**src/rtl/nps_pkg.sv**
```systemverilog
// ----------------------------------------------------------------------------
// nps_pkg
// Shared types and constants of the non-preemptive priority scheduler.
// ----------------------------------------------------------------------------
package nps_pkg;

  localparam int unsigned ArrW    = 16;
  localparam int unsigned BurstW  = 16;
  localparam int unsigned PriW    = 8;
  localparam int unsigned TimeW   = 21;
  localparam int unsigned JobIdxW = 4;
  localparam int unsigned InDataW  = 40;  // arrival, burst, priority
  localparam int unsigned OutDataW = 88;  // index, start, finish, turnaround, wait

  localparam logic EntryJob  = 1'b0;
  localparam logic EntryIdle = 1'b1;

  typedef struct packed {
    logic load;        // input beat accepted
    logic scan_start;  // restart the selection pass
    logic scan_run;    // step the selection pass
    logic commit;      // retire the pass into the output register
  } nps_cmd_t;

  typedef struct packed {
    logic scan_done;   // all stored jobs looked at
    logic out_free;    // output register can take a beat
    logic last_job;    // committing now ends the schedule
  } nps_status_t;

endpackage

```
**src/rtl/nps_ctrl.sv**
```systemverilog
// ----------------------------------------------------------------------------
// nps_ctrl
// Controller: loads jobs, then alternates selection passes and commits.
// ----------------------------------------------------------------------------
module nps_ctrl
  import nps_pkg::*;
(
  input  logic        clk_i,
  input  logic        rst_ni,
  input  logic        in_valid_i,
  input  logic        in_last_i,
  output logic        in_ready_o,
  input  nps_status_t status_i,
  output nps_cmd_t    cmd_o
);

  typedef enum logic [2:0] {
    StLoad   = 3'b001,
    StScan   = 3'b010,
    StCommit = 3'b100
  } state_e;

  state_e state_q, state_d;

  always_comb begin
    state_d = state_q;
    cmd_o   = '0;
    in_ready_o = 1'b0;
    unique case (state_q)
      StLoad: begin
        in_ready_o = 1'b1;
        if (in_valid_i) begin
          cmd_o.load = 1'b1;
          if (in_last_i) begin
            cmd_o.scan_start = 1'b1;
            state_d = StScan;
          end
        end
      end
      StScan: begin
        cmd_o.scan_run = 1'b1;
        if (status_i.scan_done) begin
          state_d = StCommit;
        end
      end
      StCommit: begin
        if (status_i.out_free) begin
          cmd_o.commit = 1'b1;
          if (status_i.last_job) begin
            state_d = StLoad;
          end else begin
            cmd_o.scan_start = 1'b1;
            state_d = StScan;
          end
        end
      end
      default: state_d = StLoad;
    endcase
  end

  always_ff @(posedge clk_i or negedge rst_ni) begin
    if (!rst_ni) begin
      state_q <= StLoad;
    end else begin
      state_q <= state_d;
    end
  end

endmodule

```
**src/rtl/nps_datapath.sv**
```systemverilog
// ----------------------------------------------------------------------------
// nps_datapath
// Job memory, sequential selection pass, time keeping and output register.
// ----------------------------------------------------------------------------
module nps_datapath
  import nps_pkg::*;
#(
  parameter int unsigned MAX_JOBS = 16
) (
  input  logic                clk_i,
  input  logic                rst_ni,
  input  nps_cmd_t            cmd_i,
  output nps_status_t         status_o,
  input  logic [ArrW-1:0]     arrival_i,
  input  logic [BurstW-1:0]   burst_i,
  input  logic [PriW-1:0]     prio_i,
  input  logic                out_ready_i,
  output logic                out_valid_o,
  output logic                out_type_o,
  output logic [JobIdxW-1:0]  out_index_o,
  output logic [TimeW-1:0]    out_start_o,
  output logic [TimeW-1:0]    out_finish_o,
  output logic [TimeW-1:0]    out_turn_o,
  output logic [TimeW-1:0]    out_wait_o,
  output logic                out_last_o
);

  localparam int unsigned CntW  = $clog2(MAX_JOBS + 1);
  localparam int unsigned IdxW  = (MAX_JOBS > 1) ? $clog2(MAX_JOBS) : 1;
  localparam int unsigned WordW = ArrW + BurstW + PriW;
  localparam logic [CntW-1:0] MaxCnt = CntW'(MAX_JOBS);

  logic [WordW-1:0] mem_q [MAX_JOBS];

  logic [CntW-1:0]     count_q, count_d;
  logic [CntW-1:0]     ptr_q, ptr_d;
  logic [CntW-1:0]     completed_q, completed_d;
  logic [TimeW-1:0]    cur_q, cur_d;
  logic [MAX_JOBS-1:0] done_q, done_d;

  logic [WordW-1:0] rd_q;
  logic             rd_vld_q, rd_vld_d;
  logic [IdxW-1:0]  rd_idx_q;

  logic             best_vld_q, best_vld_d;
  logic [IdxW-1:0]  best_idx_q, best_idx_d;
  logic [ArrW-1:0]  best_arr_q, best_arr_d;
  logic [BurstW-1:0] best_bur_q, best_bur_d;
  logic [PriW-1:0]  best_pri_q, best_pri_d;
  logic [ArrW-1:0]  min_arr_q, min_arr_d;
  logic             min_vld_q, min_vld_d;

  logic             out_valid_q, out_valid_d;
  logic             out_type_q;
  logic [JobIdxW-1:0] out_index_q;
  logic [TimeW-1:0] out_start_q, out_finish_q, out_turn_q, out_wait_q;
  logic             out_last_q;

  logic [ArrW-1:0]   rd_arr;
  logic [BurstW-1:0] rd_bur;
  logic [PriW-1:0]   rd_pri;
  logic              cand_pend, cand_ready, cand_better;
  logic [TimeW-1:0]  fin_w, turn_w, wait_w;

  assign {rd_pri, rd_bur, rd_arr} = rd_q;

  // memory write on load, registered read during the pass
  always_ff @(posedge clk_i) begin
    if (cmd_i.load && (count_q < MaxCnt)) begin
      mem_q[count_q[IdxW-1:0]] <= {prio_i, burst_i, arrival_i};
    end
    rd_q     <= mem_q[ptr_q[IdxW-1:0]];
    rd_idx_q <= ptr_q[IdxW-1:0];
  end

  assign cand_pend   = rd_vld_q && !done_q[rd_idx_q];
  assign cand_ready  = cand_pend && (TimeW'(rd_arr) <= cur_q);
  assign cand_better = !best_vld_q || (rd_pri > best_pri_q) ||
                       ((rd_pri == best_pri_q) && (rd_arr < best_arr_q));

  // waiting is start minus arrival, so both subtract from registered values
  assign fin_w  = cur_q + TimeW'(best_bur_q);
  assign turn_w = fin_w - TimeW'(best_arr_q);
  assign wait_w = cur_q - TimeW'(best_arr_q);

  assign status_o.scan_done = (ptr_q == count_q) && !rd_vld_q;
  assign status_o.out_free  = !out_valid_q || out_ready_i;
  assign status_o.last_job  = best_vld_q && ((completed_q + CntW'(1)) == count_q);

  always_comb begin
    count_d     = count_q;
    ptr_d       = ptr_q;
    completed_d = completed_q;
    cur_d       = cur_q;
    done_d      = done_q;
    rd_vld_d    = 1'b0;
    best_vld_d  = best_vld_q;
    best_idx_d  = best_idx_q;
    best_arr_d  = best_arr_q;
    best_bur_d  = best_bur_q;
    best_pri_d  = best_pri_q;
    min_arr_d   = min_arr_q;
    min_vld_d   = min_vld_q;
    out_valid_d = out_valid_q && !out_ready_i;

    if (cmd_i.load && (count_q < MaxCnt)) begin
      count_d = count_q + CntW'(1);
      done_d[count_q[IdxW-1:0]] = 1'b0;
    end

    if (cmd_i.scan_run) begin
      if (ptr_q < count_q) begin
        rd_vld_d = 1'b1;
        ptr_d    = ptr_q + CntW'(1);
      end
      if (cand_ready && cand_better) begin
        best_vld_d = 1'b1;
        best_idx_d = rd_idx_q;
        best_arr_d = rd_arr;
        best_bur_d = rd_bur;
        best_pri_d = rd_pri;
      end
      if (cand_pend && (!min_vld_q || (rd_arr < min_arr_q))) begin
        min_vld_d = 1'b1;
        min_arr_d = rd_arr;
      end
    end

    if (cmd_i.commit) begin
      out_valid_d = 1'b1;
      if (best_vld_q) begin
        cur_d               = fin_w;
        done_d[best_idx_q]  = 1'b1;
        completed_d         = completed_q + CntW'(1);
        if (status_o.last_job) begin
          cur_d       = '0;
          completed_d = '0;
          count_d     = '0;
          done_d      = '0;
        end
      end else begin
        cur_d = TimeW'(min_arr_q);
      end
    end

    if (cmd_i.scan_start) begin
      ptr_d      = '0;
      best_vld_d = 1'b0;
      min_vld_d  = 1'b0;
    end
  end

  always_ff @(posedge clk_i or negedge rst_ni) begin
    if (!rst_ni) begin
      count_q     <= '0;
      ptr_q       <= '0;
      completed_q <= '0;
      cur_q       <= '0;
      done_q      <= '0;
      rd_vld_q    <= 1'b0;
      best_vld_q  <= 1'b0;
      min_vld_q   <= 1'b0;
      out_valid_q <= 1'b0;
    end else begin
      count_q     <= count_d;
      ptr_q       <= ptr_d;
      completed_q <= completed_d;
      cur_q       <= cur_d;
      done_q      <= done_d;
      rd_vld_q    <= rd_vld_d;
      best_vld_q  <= best_vld_d;
      min_vld_q   <= min_vld_d;
      out_valid_q <= out_valid_d;
    end
  end

  always_ff @(posedge clk_i) begin
    best_idx_q <= best_idx_d;
    best_arr_q <= best_arr_d;
    best_bur_q <= best_bur_d;
    best_pri_q <= best_pri_d;
    min_arr_q  <= min_arr_d;
    if (cmd_i.commit) begin
      out_start_q <= cur_q;
      if (best_vld_q) begin
        out_type_q   <= EntryJob;
        out_index_q  <= JobIdxW'(best_idx_q);
        out_finish_q <= fin_w;
        out_turn_q   <= turn_w;
        out_wait_q   <= wait_w;
        out_last_q   <= status_o.last_job;
      end else begin
        out_type_q   <= EntryIdle;
        out_index_q  <= '0;
        out_finish_q <= TimeW'(min_arr_q);
        out_turn_q   <= '0;
        out_wait_q   <= '0;
        out_last_q   <= 1'b0;
      end
    end
  end

  assign out_valid_o  = out_valid_q;
  assign out_type_o   = out_type_q;
  assign out_index_o  = out_index_q;
  assign out_start_o  = out_start_q;
  assign out_finish_o = out_finish_q;
  assign out_turn_o   = out_turn_q;
  assign out_wait_o   = out_wait_q;
  assign out_last_o   = out_last_q;

endmodule

```
**src/rtl/nonpreemptive_priority_scheduler.sv**
```systemverilog
// ----------------------------------------------------------------------------
// nonpreemptive_priority_scheduler
// Loads a set of jobs and streams out their non-preemptive priority schedule.
// ----------------------------------------------------------------------------
// Usage:
//   Jobs enter on the slave channel, one beat each, one per cycle while the
//   block is loading. The beat with tlast set closes the set; beats beyond
//   MAX_JOBS are dropped, though their tlast still closes the set.
//   The schedule then leaves on the master channel: one beat per run job or
//   idle interval, tuser set for idle, tlast on the final beat.
//   Each decision is a pass over the stored jobs through the single read
//   port of the job memory, followed by a commit that writes the result
//   beat into the output register. The first pass starts once the closing
//   input beat is accepted.
//   The slave side stays ready only while loading; the output register lets
//   the next pass run while a beat waits. When the receiver stalls, the
//   commit waits and the pass result is held.
//   Reset empties the job table, clears time and drops any pending beat.
// ----------------------------------------------------------------------------
module nonpreemptive_priority_scheduler
  import nps_pkg::*;
#(
  parameter int unsigned MAX_JOBS = 16
) (
  input  logic                clk_i,
  input  logic                rst_ni,
  input  logic                s_axis_tvalid,
  output logic                s_axis_tready,
  input  logic [InDataW-1:0]  s_axis_tdata,   // arrival_time, burst_length, job_priority
  input  logic                s_axis_tlast,   // end_of_set
  output logic                m_axis_tvalid,
  input  logic                m_axis_tready,
  output logic [OutDataW-1:0] m_axis_tdata,   // job_index, start_time, finish_time,
                                              // turnaround, waiting
  output logic                m_axis_tuser,   // entry_type
  output logic                m_axis_tlast    // final_entry
);

  nps_cmd_t    cmd;
  nps_status_t status;

  logic [JobIdxW-1:0] out_index;
  logic [TimeW-1:0]   out_start, out_finish, out_turn, out_wait;

  nps_ctrl u_ctrl (
    .clk_i      (clk_i),
    .rst_ni     (rst_ni),
    .in_valid_i (s_axis_tvalid),
    .in_last_i  (s_axis_tlast),
    .in_ready_o (s_axis_tready),
    .status_i   (status),
    .cmd_o      (cmd)
  );

  nps_datapath #(
    .MAX_JOBS (MAX_JOBS)
  ) u_datapath (
    .clk_i        (clk_i),
    .rst_ni       (rst_ni),
    .cmd_i        (cmd),
    .status_o     (status),
    .arrival_i    (s_axis_tdata[15:0]),
    .burst_i      (s_axis_tdata[31:16]),
    .prio_i       (s_axis_tdata[39:32]),
    .out_ready_i  (m_axis_tready),
    .out_valid_o  (m_axis_tvalid),
    .out_type_o   (m_axis_tuser),
    .out_index_o  (out_index),
    .out_start_o  (out_start),
    .out_finish_o (out_finish),
    .out_turn_o   (out_turn),
    .out_wait_o   (out_wait),
    .out_last_o   (m_axis_tlast)
  );

  assign m_axis_tdata = {out_wait, out_turn, out_finish, out_start, out_index};

endmodule
```
**config.mk**
```make
export PLATFORM = sky130hd
export DESIGN_NAME = nonpreemptive_priority_scheduler
export DESIGN_NICKNAME = d
export VERILOG_FILES = /design/src/rtl/nps_pkg.sv /design/src/rtl/nps_ctrl.sv /design/src/rtl/nps_datapath.sv /design/src/rtl/nonpreemptive_priority_scheduler.sv
export SDC_FILE = /design/constraint.sdc
export NUM_CORES = 1
export LEC_CHECK = 0
export ABC_AREA = 1
export BUFFER_PORTS_ARGS = -buffer_cell sky130_fd_sc_hd__buf_4
export CORE_MARGIN = 1
export CORE_UTILIZATION = 35
export DETAILED_ROUTE_END_ITERATION = 6
export SYNTH_ARGS = -nofsm -noshare
export SYNTH_HDL_FRONTEND = slang
export SYNTH_HIERARCHICAL = 1
export SYNTH_SLANG_ARGS = --single-unit
```
**constraint.sdc**
```tcl
create_clock -name clk_i -period 12.12 [get_ports clk_i]
set_input_delay 0.606 -clock clk_i [delete_from_list [all_inputs] [get_ports clk_i]]
set_output_delay 0.606 -clock clk_i [all_outputs]
set_load 0.01 [all_outputs]
```
# After elaboration in Yosys (flattened, before gate mapping)
# Memories as Yosys holds them, arrays and structs flattened. A register that Yosys moved wholly into a read port is not among the register bits.
# Cells that the tools add are included.
dict set report op_classes {
  reduce_logical 32
  eq_ne 10
  order_cmp 11
  bitwise 3
  mux 49
  add_sub_neg 6
}
# operator n
set op_table {}
lappend op_table {{2-to-1 mux 16 bit} 5}
lappend op_table {{2-to-1 mux 21 bit} 2}
lappend op_table {{subtractor 21 x 16 -> 21 bit} 2}
lappend op_table {{2-to-1 mux 5 bit} 8}
lappend op_table {{less-than comparator 16 bit} 2}
lappend op_table {{2-to-1 mux 1 bit} 23}
lappend op_table {{adder 21 x 16 -> 21 bit} 1}
lappend op_table {{less-or-equal comparator 16 x 21 -> 1 bit} 1}
lappend op_table {{bitwise AND 16 bit} 1}
lappend op_table {{inverter 16 bit} 1}
lappend op_table {{bitwise OR 16 bit} 1}
lappend op_table {{adder 5 x 1 -> 5 bit (second input constant)} 3}
lappend op_table {{less-than comparator 4 x 5 -> 1 bit (second input constant)} 3}
lappend op_table {{2-to-1 mux 3 bit} 4}
lappend op_table {{AND reduction 2 bit} 6}
lappend op_table {{logical AND 1 bit} 11}
lappend op_table {{== test 5 bit} 2}
lappend op_table {{one-hot mux 3 bit (3 select lines)} 1}
lappend op_table {{demux 1 bit (select 4 bit)} 2}
lappend op_table {{== test 8 bit} 1}
lappend op_table {{greater-or-equal comparator 4 x 1 -> 1 bit (second input constant)} 2}
lappend op_table {{> comparator 8 bit} 1}
lappend op_table {{!= test 2 bit (second input constant)} 4}
lappend op_table {{nonzero test 2 bit} 4}
lappend op_table {{11 further kinds} 20}
dict set report totals {
  regBits 213
  mem_count 1
  inputBits 45
  output_inout_bits 92
  ramBits 640
  elab_cells 136
}
# name depth word_bits read_ports rd_clocked_by_memory_dff write_ports line_no
set memory_table {}
lappend memory_table {u_datapath.mem_q 16 40 1 1 1 nps_datapath.sv:33} ;# logic [WordW-1:0] mem_q [MAX_JOBS];

# Logic depth before layout (Yosys ltp)
dict set report depth {
  depth_word 11
  ltp_mapped 21
  depth_no_buf 21
}

# Cells and area by module
# Netlist, hierarchy kept.
# module instances seq_area_each_um2 area_each_um2 cells_each
set by_module_without_submodules {}
lappend by_module_without_submodules {nps_datapath 1 26004.9 37905.1 3095}
lappend by_module_without_submodules {nps_ctrl 1 76.3 214.0 33}

# Worst setup path before layout
# OpenSTA, ideal clock, no wires.
dict set report synth_path {
  path_type {input to register}
  startpoint {in m_axis_tready}
  endpoint {reg u_datapath.done_q[11]}
  path_buffers 1
  required_time_ns 12.057
  path_slack_ns 1.617
  stages 11
  t_arrival_ns 10.440
  setup_time_ns 0.063
  path_cell_list {inv_1 -> nand2_1 -> inv_1 -> nor4_1 -> clkbuf_1 -> nand2_1 -> clkinv_1 -> nand3_1 -> o22ai_1 -> nand2_1 -> inv_1}
}
# item line_no
set synth_rtl {}
lappend synth_rtl {{from (decl)} nonpreemptive_priority_scheduler.sv:32} ;# input logic m_axis_tready,
lappend synth_rtl {{to (signal assigned)} nps_datapath.sv:169} ;# done_q <= done_d;
lappend synth_rtl {{to (decl)} nps_datapath.sv:39} ;# logic [MAX_JOBS-1:0] done_q, done_d;

# Final worst setup path
dict set report layout_path {
  startpoint {reg u_datapath.cur_q[0]}
  endpoint {reg u_datapath.out_turn_q[16] (netlist: u_datapath/out_turn_o[16]) (data pin)}
}
dict set report layout_between {
  elab_chain_cells 2
}
# item line_no
set layout_rtl {}
lappend layout_rtl {{from (decl)} nps_datapath.sv:38} ;# logic [TimeW-1:0] cur_q, cur_d;
lappend layout_rtl {{from (signal assigned)} nps_datapath.sv:168} ;# cur_q <= cur_d;
lappend layout_rtl {{adder 21 x 16 -> 21 bit} nps_datapath.sv:82} ;# assign fin_w = cur_q + TimeW'(best_bur_q);
lappend layout_rtl {{subtractor 21 x 16 -> 21 bit} nps_datapath.sv:83} ;# assign turn_w = fin_w - TimeW'(best_arr_q);
lappend layout_rtl {{to (signal assigned)} nps_datapath.sv:189} ;# out_turn_q <= turn_w;
lappend layout_rtl {{to (decl)} nps_datapath.sv:56} ;# logic [TimeW-1:0] out_start_q, out_finish_q, out_turn_q, out_wait_q;
# Every way passes these cells.
# A chain may end at the register's enable or synchronous reset.

==> impl_metrics.env <==
export IMPL_status="finished clean"
export IMPL_place_ws_ns=8.48
export IMPL_drt_pass1_iter_count=6
export IMPL_wl_per_cell_um=20.9
export IMPL_place_congestion=0.919
export IMPL_power_leakage_uw=0.0160
export IMPL_ys_seq_elements=893
export IMPL_area_growth_pct=14.6
export IMPL_synth_compound_area_frac=0.100
export IMPL_yosys_area_share_simple=0.114
export IMPL_io_buffers=136
export IMPL_yosysTopAreaCell="edfxtp_1"
export IMPL_synth_edf_count=790
export IMPL_ant_nets=0
export IMPL_design_die_area_um2=110000
export IMPL_max_slew_margin=0.324
export IMPL_synth_area_um2=38100
export IMPL_syn_num_nets=3289
export IMPL_track_usage=0.176
export IMPL_finalHoldViolations=0
export IMPL_cts_sinks=893
export IMPL_yosysMostFrequentCell="edfxtp_1"
export IMPL_fin_skew_ns=0.0339
export IMPL_routed_wl_mm=98.9
export IMPL_fmax_mhz=269
export IMPL_synth_xor_area_frac=0.00505
export IMPL_drive_gt1_frac=0.108
export IMPL_crit_arrival_ns=4.10
export IMPL_cts_buffers_inserted=95
export IMPL_synth_top_family_by_area="simple AND/OR/NAND/NOR gates"
export IMPL_ios=137
export IMPL_diodes=0
export IMPL_ys_warn_count=6
export IMPL_criticalPathCategory="register to register"
export IMPL_vias=24700
export IMPL_drt_iter0_drc=2112
export IMPL_cts_resized=0
export IMPL_route_detailed_drc=0
export IMPL_cts_root_buffer="clkbuf_16"
export IMPL_worst_slack_ns=8.40
export IMPL_period_share=0.307
export IMPL_vias_per_cell=5.21
export IMPL_cts_tree="done"
export IMPL_critPathLaunchType="register"
export IMPL_synthTopCellsByArea="edfxtp_1 (62%), nor2_1 (4.5%), nand2_1 (3.9%), dfrtp_1 (3.8%), ha_1 (3.7%)"
export IMPL_cp_max_fo=6
export IMPL_synth_common_cells="edfxtp_1 (790), nor2_1 (452), nand2_1 (398)"
export IMPL_muxShareOfSynthArea=0.0171
export IMPL_die_h_um=332
export IMPL_worstSetupEndpointType="register"
export IMPL_place_area_um2=40600
export IMPL_hold_worst_slack_ns=0.0594
export IMPL_cts_max_level=3
export IMPL_insertion_delay_ns=0.66
export IMPL_clk_pin_slew_ns=0.06
export IMPL_fin_nets=3417
export IMPL_ys_flop_type="edfxtp_1"
export IMPL_postCtsHoldBufs=0
export IMPL_design_area_um2=43700
export IMPL_seq_area_frac_synth=0.684
export IMPL_cts_buffer_depth=3
export IMPL_start_util=0.355
export IMPL_cts_setup_buffers=0
export IMPL_tightest_slew_ns=1.01
export IMPL_cp_required_ns=12.51
export IMPL_grt_first_pass_wirelength_mm=148
export IMPL_layout_min_cycle_time_ns=3.72
export IMPL_async_reset_ff_frac=0.0661
export IMPL_core_um2=108000
export IMPL_maxCapViolCount=0
export IMPL_syn_inst=3128
export IMPL_finalSetupViolCount=0
export IMPL_cellPowerDensity_nw_per_um2=200
export IMPL_final_setup_tns_ns=0
export IMPL_rows=120
export IMPL_die_w_um=332
export IMPL_gr_total_overflow=0
export IMPL_yosysUniqueCellTypes=54
export IMPL_max_vdd_ir_drop_mv=0.124
export IMPL_antenna_found_initial=8
export IMPL_rsz0062_at_grt="false"
export IMPL_slew_viol_final=0
export IMPL_grt_max_degree=200
export IMPL_first_global_vias=23900
export IMPL_hold_class="primary input to async pin"
export IMPL_syn_area_per_cell_um2=12.2
export IMPL_dp_hpwl_mm=55.9
export IMPL_synth_top_area_share=0.622
export IMPL_synth_fa_ha_area_frac=0.0387
-- report_power, final --
group	total (uW)	switching [uW]	internal, uW
Combinational	2220	1480	736
Clock	2790	1190	1600
Sequential	3730	192	3540
Total	8740	2860	5880
-- layer usage --
metal,part of all wire,track usage,up-vias
met3,0.062,0.0301,153
met4,0.024,0.0526,8
li1,-,-,11600
met1,0.43,0.233,12200
met5,0.00057,0,-
met2,0.48,0.294,738
-- kinds of logic (layout without fill, tap and decap cells) --
group           Yosys count  count (layout)
flops                   893             893
buf+inv                 365             574
xor+xnor                 22              22
mux                      65              65
compound gates          610             610
simple gates           1057            1057
fa+ha+maj               116             116
-- worst paths after layout --
path	end	start	slack [ns]	depth (start not counted)
max in group asynchronous	u_datapath/ptr_q[0]	rst_ni	11.40	1
min reg2reg	u_datapath/best_bur_q[3]	u_datapath/rd_q[19]	0.40	0
max	u_datapath/out_turn_o[16]	u_datapath/cur_q[0]	8.40	19
min in group clk_i	u_datapath/mem_q[1][10]	s_axis_tdata[10]	0.24	1
max reg2reg	u_datapath/out_turn_o[16]	u_datapath/cur_q[0]	8.40	19
min	u_datapath/out_valid_o	rst_ni	0.06	1
-- flip-flops by register name (all words and copies together), names as in the netlist, 5 cells and up --
register	flops
u_datapath/min_arr_q	16
u_datapath/best_bur_q	16
u_datapath/out_wait_o	21
u_datapath/best_arr_q	16
u_datapath/rd_q	40
u_datapath/best_pri_q	8
u_datapath/out_start_o	21
u_datapath/count_q	5
u_datapath/out_turn_o	21
u_datapath/mem_q	640
u_datapath/ptr_q	5
u_datapath/out_finish_o	21
u_datapath/completed_q	5
u_datapath/cur_q	21
u_datapath/done_q	16
-- layout make-up --
type	instances	area, um2
multi-input combinational	1870	10600
fill	10000	63800
clock buffer	142	2720
clock inverter	36	329
timing repair buffer	171	1310
sequential	893	26100
tap	1403	1760
inverter	225	855
-- critical path, stage by stage (launching register included) --
cell,delay [ns]
dfrtp_1,0.41
ha_1,0.25
fa_1,0.44
nand3_1,0.12
nand3_2,0.11
nand2_1,0.07
nand2_1,0.10
a21oi_1,0.20
xor2_1,0.20
inv_1,0.07
ha_1,0.36
nand2_1,0.11
nor2_1,0.15
nand3_1,0.08
o21ai_0,0.31
nand2_1,0.10
nand2_1,0.12
inv_1,0.06
o21ai_0,0.14
a21oi_1,0.06
-- placed cells by master, fill, tap and decap left out, drive strengths merged, types with 24 or more instances in the layout --
master    n
mux2i    65
a21oi   115
clkbuf  142
edfxtp  790
o221ai   67
o211ai   24
nand3   140
ha      113
clkinv   32
nor2    456
inv     226
buf     171
dfxtp    44
dfrtp    58
o32ai    95
nand2   406
nand4    24
o21ai   266
-- per-stage QoR --
| stage | utilization | power, uW | std cells |
|---|---|---|---|
| floorplan | - | 5300 | 3128 |
| global placement | 0.378 | 5950 | 4562 |
| detailed placement | 0.378 | 5990 | 4562 |
| CTS | 0.406 | 8800 | 4740 |
| global route | 0.406 | 9190 | 4740 |
| finish | 0.406 | 8740 | 4740 |
No activity file was read; power rests on OpenSTA's default activity.
